===== src/rtl/core/tcw_pkg.sv =====
// Package for the text console writer: transaction structs and codes.
// No dependencies.
`default_nettype none

package tcw_pkg;

	typedef struct packed {
		logic [1:0]  req_type;
		logic [7:0]  char_code;
		logic [10:0] cell_index;
	} req_t;

	typedef struct packed {
		logic [10:0] cursor_pos;
		logic [15:0] read_cell;
	} rsp_t;

	localparam logic [1:0] REQ_PUT   = 2'd0;
	localparam logic [1:0] REQ_READ  = 2'd1;
	localparam logic [1:0] REQ_CLEAR = 2'd2;

	localparam logic [7:0] CH_BS  = 8'd8;
	localparam logic [7:0] CH_TAB = 8'd9;
	localparam logic [7:0] CH_NL  = 8'd10;
	localparam logic [7:0] CH_CR  = 8'd13;

	localparam logic [7:0] BLANK_CHAR = 8'h20;
	localparam logic [7:0] RESET_ATTR = 8'd15;

	localparam logic [1:0] CUR_HOLD = 2'd0;
	localparam logic [1:0] CUR_HOME = 2'd1;
	localparam logic [1:0] CUR_LAST = 2'd2;
	localparam logic [1:0] CUR_PUT  = 2'd3;

	typedef struct packed {
		logic [1:0] op;
		logic [7:0] ch;
	} cur_cmd_t;

endpackage

`default_nettype wire


===== src/rtl/core/tcw_cursor_unit.sv =====
// Cursor unit: linear cursor with tracked column and tab phase.
// Depends on tcw_pkg (cur_cmd_t, character and command codes).
`default_nettype none

module tcw_cursor_unit
	import tcw_pkg::*;
#(
	parameter int COLUMNS  = 80,
	parameter int ROWS     = 25,
	parameter int TAB_STOP = 8,
	parameter int CW       = 11
) (
	input  wire logic          clk,
	input  wire logic          arst_n,
	input  wire cur_cmd_t      cmd,
	output logic      [CW-1:0] cursor,
	output logic               at_end
);

	localparam int CELLS  = ROWS * COLUMNS;
	localparam int COLW   = $clog2(COLUMNS + TAB_STOP + 1);
	localparam int TABW   = $clog2(TAB_STOP);
	localparam int BS_TAB = (COLUMNS - 1) % TAB_STOP;

	logic [CW-1:0]   cur_q, cur_d;
	logic [COLW-1:0] col_q, col_d, step, col_inc;
	logic [TABW-1:0] tab_q, tab_d;

	always_comb begin
		cur_d   = cur_q;
		col_d   = col_q;
		tab_d   = tab_q;
		step    = COLW'(TAB_STOP) - COLW'(tab_q);
		col_inc = col_q + COLW'(1);
		if (col_q + step > COLW'(COLUMNS)) begin
			step = COLW'(COLUMNS) - col_q;
		end
		case (cmd.op)
			CUR_HOME: begin
				cur_d = '0;
				col_d = '0;
				tab_d = '0;
			end
			CUR_LAST: begin
				cur_d = CW'(CELLS - COLUMNS);
				col_d = '0;
				tab_d = '0;
			end
			CUR_PUT: begin
				case (cmd.ch)
					CH_NL: begin
						cur_d = cur_q + CW'(COLUMNS) - CW'(col_q);
						col_d = '0;
						tab_d = '0;
					end
					CH_CR: begin
						cur_d = cur_q - CW'(col_q);
						col_d = '0;
						tab_d = '0;
					end
					CH_TAB: begin
						if (tab_q != '0) begin
							cur_d = cur_q + CW'(step);
							col_d = (col_q + step == COLW'(COLUMNS)) ? '0 : col_q + step;
							tab_d = '0;
						end
					end
					CH_BS: begin
						if (cur_q != '0) begin
							cur_d = cur_q - CW'(1);
							if (col_q == '0) begin
								col_d = COLW'(COLUMNS - 1);
								tab_d = TABW'(BS_TAB);
							end else begin
								col_d = col_q - COLW'(1);
								tab_d = (tab_q == '0) ? TABW'(TAB_STOP - 1) : tab_q - TABW'(1);
							end
						end
					end
					default: begin
						cur_d = cur_q + CW'(1);
						if (col_inc == COLW'(COLUMNS)) begin
							col_d = '0;
							tab_d = '0;
						end else begin
							col_d = col_inc;
							tab_d = (tab_q == TABW'(TAB_STOP - 1)) ? '0 : tab_q + TABW'(1);
						end
					end
				endcase
			end
			default: begin
			end
		endcase
	end

	always_ff @(posedge clk or negedge arst_n) begin
		if (!arst_n) begin
			cur_q <= '0;
			col_q <= '0;
			tab_q <= '0;
		end else begin
			cur_q <= cur_d;
			col_q <= col_d;
			tab_q <= tab_d;
		end
	end

	assign cursor = cur_q;
	assign at_end = (cur_q == CW'(CELLS));

endmodule

`default_nettype wire


===== config.mk =====
export PLATFORM = sky130hd
export DESIGN_NAME = tcw_cursor_unit
export DESIGN_NICKNAME = d
export VERILOG_FILES = /design/src/rtl/core/tcw_pkg.sv /design/src/rtl/core/tcw_cursor_unit.sv
export SDC_FILE = /design/constraint.sdc
export NUM_CORES = 1
export LEC_CHECK = 0
export BUFFER_PORTS_ARGS = -buffer_cell sky130_fd_sc_hd__buf_2
export CELL_PAD_IN_SITES_DETAIL_PLACEMENT = 1
export CELL_PAD_IN_SITES_GLOBAL_PLACEMENT = 2
export CORE_MARGIN = 3
export CORE_UTILIZATION = 33
export DETAILED_ROUTE_END_ITERATION = 10
export PLACE_DENSITY_LB_ADDON = 0.05
export SYNTH_ARGS = -nofsm -noshare
export SYNTH_HDL_FRONTEND = slang
export SYNTH_SLANG_ARGS = --single-unit

===== constraint.sdc =====
create_clock -name clk -period 6.1 [get_ports clk]
set_clock_uncertainty 0.2 [all_clocks]
set_input_delay 1.22 -clock clk [delete_from_list [all_inputs] [get_ports clk]]
set_output_delay 1.22 -clock clk [all_outputs]
set_load 0.005 [all_outputs]

# Word-level counts from Yosys, hierarchy flattened
# Index checks and enable logic that the tools add are counted.
[classes] add_sub_neg=14 n_lt_le_gt_ge=1 n_eq_ne=13 muxes=20 n_reduce_logical=10
[ops] cell="$pmux 11 s4" count=1
[ops] cell="$mux 7" count=6
[ops] cell="$pmux 11 s3" count=1
[ops] cell="$eq 8x4->1 const B" count=4
[ops] cell="$mux 11" count=2
[ops] cell="$sub 11x7->11" count=2
[ops] cell="$pmux 7 s3" count=1
[ops] cell="$mux 3" count=6
[ops] cell="$add 7x7->7" count=2
[ops] cell="$eq 7x7->1 const B" count=2
[ops] cell="$pmux 7 s2" count=1
[ops] cell="$add 11x1->11 const B" count=1
[ops] cell="$add 11x7->11" count=1
[ops] cell="$add 11x7->11 const B" count=1
[ops] cell="$eq 11x11->1 const B" count=1
[ops] cell="$reduce_bool 11->1" count=1
[ops] cell="$sub 11x1->11 const B" count=1
[ops] cell="$pmux 3 s3" count=1
[ops] cell="$add 7x1->7 const B" count=1
[ops] cell="$gt 7x7->1 const B" count=1
[ops] cell="$logic_not 7->1" count=1
[ops] cell="$sub 7x1->7 const B" count=1
[ops] cell="$sub 7x7->7 const A" count=1
[ops] cell="$ne 3x3->1 const B" count=2
[ops] cell="12 further kinds" count=16
[word_totals] ff_bits=21 in_bits=12

# Longest topological paths before layout
[depth] word_depth=10 ltp_mapped=28 depth_no_buf=26

# Worst setup path before layout
# Ideal clock, no wire load.
[synth_timing] path_kind="flip-flop to flip-flop" startpoint="register tab_q[0]" endpoint="register cur_q[10], in the netlist cursor[10]" setup_time_ns=0.129 arrival_ns=6.337 required_time_ns=5.771 path_slack_ns=-0.566 path_stages_with_launch=28 path_buffers=2 synth_period_minus_slack_ns=6.666 cell_sequence="dfrtp_1 > inv_1 > ha_1 > ha_1 > ha_1 > buf_6 > a211o_1 > nand3_2 > or4b_4 > a31oi_4 > clkbuf_1 > mux2_2 > inv_1 > ha_1 > inv_1 > a2111o_1 > a311o_1 > and3_1 > a221oi_1 > ha_1 > or2_2 > a21oi_1 > a21oi_1 > a31oi_1 > xnor2_1 > mux2i_1 > and3_1 > a2111o_1"
[synth_between] elab_chain_cells=8 word_cells_on_any_way=11
[synth_lines] element="start: declaration" line="tcw_cursor_unit.sv:27" source="logic [TABW-1:0] tab_q, tab_d;"
[synth_lines] element="start signal: assignment" line="tcw_cursor_unit.sv:105" source="tab_q <= tab_d;"
[synth_lines] element="$sub 4x3->5" line="tcw_cursor_unit.sv:33" source="step = COLW'(TAB_STOP) - COLW'(tab_q);"
[synth_lines] element="$add 7x7->7" line="tcw_cursor_unit.sv:35" source="if (col_q + step > COLW'(COLUMNS)) begin"
[synth_lines] element="$gt 7x7->1" line="tcw_cursor_unit.sv:35"
[synth_lines] element="$mux 7" line="tcw_cursor_unit.sv:35"
[synth_lines] element="$add 11x7->11" line="tcw_cursor_unit.sv:63" source="cur_d = cur_q + CW'(step);"
[synth_lines] element="$mux 11" line="tcw_cursor_unit.sv:62" source="if (tab_q != '0) begin"
[synth_lines] element="$pmux 11 s4" line="tcw_cursor_unit.sv:50" source="case (cmd.ch)"
[synth_lines] element="$pmux 11 s3" line="tcw_cursor_unit.sv:38" source="case (cmd.op)"
[synth_lines] element="end signal: assignment" line="tcw_cursor_unit.sv:103" source="cur_q <= cur_d;"
[synth_lines] element="end: declaration" line="tcw_cursor_unit.sv:25" source="logic [CW-1:0] cur_q, cur_d;"
# Parallel ways exist; a longest one is shown, timed or not. The select of a mux whose other input is x is not followed.
# A chain may end at the register's enable or synchronous reset.

# Worst setup path after layout
# Same ends and word-level chain as after synthesis.

==> results.tsv <==
stage	metric	value	unit
drt	drt wl/cell	19.9	um
placed_design	pre-CTS WS	-0.0284	ns
worst_setup_path	crit path from	tab_q[0]	
drt	vias per inst	5.68	
power	P per Cell Area	212	nW/um2
drt	drt initial violations	165	
logic_synthesis	Mean Syn Cell Area	7.55	um2
sta	Final Hold Slack	0.394	ns
grt	vias in the first global route	3532	
clocking	CTS Buffer Depth	2	
outcome	status	complete, no violations	
clocking	Worst-path clk slew	0.10	ns
logic_synthesis	top post-synthesis cells by area	ha_1 16%, dfrtp_1 15%, a21oi_1 5.8%	
logic_synthesis	most frequent cells after synthesis	45 x ha_1, 41 x inv_1, 40 x a21oi_1	
floorplanning	die height	109	um
worst_setup_path	CP arrival	5.95	ns
logic_synthesis	Unique masters post-synth	66	
worst_setup_path	RR Startpoint	tab_q[0]	
worst_setup_path	Worst Setup EP	cursor[10]	
cells_and_area	Antenna Cells	0	
worst_setup_path	Worst setup SP type	flop	
sta	Worst-Margin Slew	0.732	ns
logic_synthesis	Mapped Cells	461	
cells_and_area	Final Cell Area	4060	um2
clocking	CTS Buf Count	3	
floorplanning	die area	11800	um2
sta	setup TNS	0	ns
sta	Setup violations, final	0	
drt	via count	3574	
clocking	# hold bufs at CTS	0	
cells_and_area	Final nets	558	
sta	Rel. slew slack	0.500	
placed_design	HPWL after DPL	9680	um
grt	Congestion Overflow GR	0	
drt	post-route ant nets	0	
cells_and_area	P&R area growth vs syn	16.8	%
clocking	htree depth	1	
cells_and_area	share of cells above drive strength 1	0.181	
worst_setup_path	r2r worst-path depth	25	
clocking	clk root buf	clkbuf_8	
drt	drt first pass iters	5	
sta	setup repair after global routing missed its margin	true	
worst_setup_path	reg2reg setup slack	0.12	ns
logic_synthesis	Yosys top cell area share	0.162	
sta	final hold viol count	0	
cells_and_area	Final Non-Filler Cells	629	
grt	global-route wire length before repair	19600	um
logic_synthesis	Post-Syn Area	3480	um2
min_path	Tightest Hold Check Type	reg2reg	
placed_design	Inst Count DP	612	
worst_setup_path	CP Max Fanout	6	
grt	antenna violations before repair	0	
grt	pin count of the biggest net entering global routing	22	
logic_synthesis	sequential area share after synthesis	0.151	
floorplanning	Starting Density	0.348	
sta	Final Max Tran Viols	0	
logic_synthesis	Synth Register Bits	21	
drt	final WL	12500	um
logic_synthesis	most common cell in the synthesized netlist	ha_1	
worst_setup_path	Crit Reg-Reg Endpoint	cursor[10]	
sta	Tcrit/Tclk final	0.980	
clocking	CTS tree	done	
cells_and_area	fillers	1292	
clocking	insertion delay to the later sink of the worst-skew pair	0.28	ns
drt	DRC	0	
floorplanning	core area	10000	um2
sta	Peak Freq	167	MHz
placed_design	I/O Buffers	23	
floorplanning	row count	36	
logic_synthesis	FFs w/ async S/R, synth	1.00	
logic_synthesis	Synth Flop Type	dfrtp_1	
worst_setup_path	critical path class	reg2reg	
logic_synthesis	dominant cell type by area after synthesis	ha_1	
placed_design	Area after DPL	3850	um2
flow_run	Max Cap Violations	0	
logic_synthesis	Post-synth EDFFs	0	
power	Pleak	1.83	nW
cells_and_area	post-route core utilization	0.406	
power	Total Power	0.860	mW
placed_design	gpl congestion	0.859	
sta	final setup margin	0.121	ns
sta	min cycle time layout	5.98	ns
floorplanning	Top Ports	24	
floorplanning	die width	109	um
power	VDD IR max	88.5	uV
clocking	Sink Count	21	
worst_setup_path	Crit path required time	6.07	ns
logic_synthesis	Synthesis Warnings	0	
logic_synthesis	Synth Net Count	522	
grt	Total GRT Usage	0.214	
worst_setup_path	CP endpoint kind	flop	
-- power breakdown --
part	switching (mW)	leakage, nW	total, mW	internal, mW
registers	0.0227	0.280	0.176	0.153
clock network	0.0640	0.0228	0.111	0.0471
logic	0.321	1.53	0.573	0.252
total	0.408	1.83	0.860	0.452
-- placed cells by master, fill, tap and decap left out, types with 5 or more instances in the layout --
cell type and n:
a21o_1 10, a21oi_1 37, a31oi_1 6, and2_1 5
and3_1 7, buf_2 23, buf_4 27, dfrtp_1 20
ha_1 39, ha_4 6, inv_1 38, mux2i_1 5
nand2_1 30, nand2b_1 5, nand3_1 10, nand4_1 7
nor2_1 38, nor2b_1 10, nor3_1 14, o21ai_0 31
o22ai_1 7, or3_1 5, xnor2_1 19, xor2_1 6
-- logic make-up after synthesis --
family          Yosys count  synth area share
mux                       9            0.0284
fa+ha+maj                49             0.185
compound gates          143             0.275
buf+inv                  61            0.0680
flops                    21             0.151
simple gates            152             0.227
xor+xnor                 26            0.0655
-- routing by layer --
metal | track usage | routed length (um) | up-vias
met5 | 0 | 0 | -
met2 | 0.350 | 5680 | 79
li1 | - | - | 1754
met1 | 0.313 | 6200 | 1729
met4 | 0.0271 | 104 | 0
met3 | 0.0201 | 531 | 12
-- how the worst min path moves through the flow --
stage	from	slack [ns]	cells after the start	to
2_1_floorplan	cursor[2]	0.33	2	cursor[2]
3_3_place_gp	cursor[2]	0.36	2	cursor[2]
3_5_place_dp	cursor[2]	0.36	2	cursor[2]
4_1_cts	cursor[2]	0.39	2	cursor[2]
5_1_grt	cursor[2]	0.43	2	cursor[2]
6_report	cursor[2]	0.39	2	cursor[2]
-- worst max-delay path, stage by stage (launching register included) --
cell	delay [ns]
dfrtp_2	0.43
inv_2	0.07
ha_4	0.16
ha_4	0.25
ha_4	0.27
a211o_1	0.34
nand3_2	0.09
or4b_4	0.49
a31oi_4	0.24
mux2_4	0.34
inv_4	0.07
ha_4	0.14
inv_2	0.04
a2111o_1	0.34
a311o_1	0.30
and3_1	0.16
a221oi_2	0.24
ha_1	0.31
or2_4	0.25
a21oi_2	0.15
a21oi_2	0.05
a31oi_1	0.20
xnor2_1	0.15
mux2i_1	0.11
and3_1	0.18
a2111o_1	0.28
-- flip-flops by register name (all words and copies together) (netlist names) --
register  flops
col_q         7
cursor       11
tab_q         3
-- final cells by class --
type | instances | area, um2 | share of cell area
inverters | 41 | 156 | 0.0385
clock buffers | 4 | 45.0 | 0.0111
flip-flops and latches | 21 | 527 | 0.130
well taps | 133 | 166 | 0.0410
repair buffers | 51 | 329 | 0.0810
multi-input cells | 379 | 2840 | 0.699
-- what timing repair did --
item | 4_1_cts | 5_1_grt
setup endpoints to repair | 1 | 4
gates resized for setup | 2 | 13
setup buffers | 0 | 13
pin swaps | 0 | 12
Note: power is estimated with default switching activity, not from simulation.
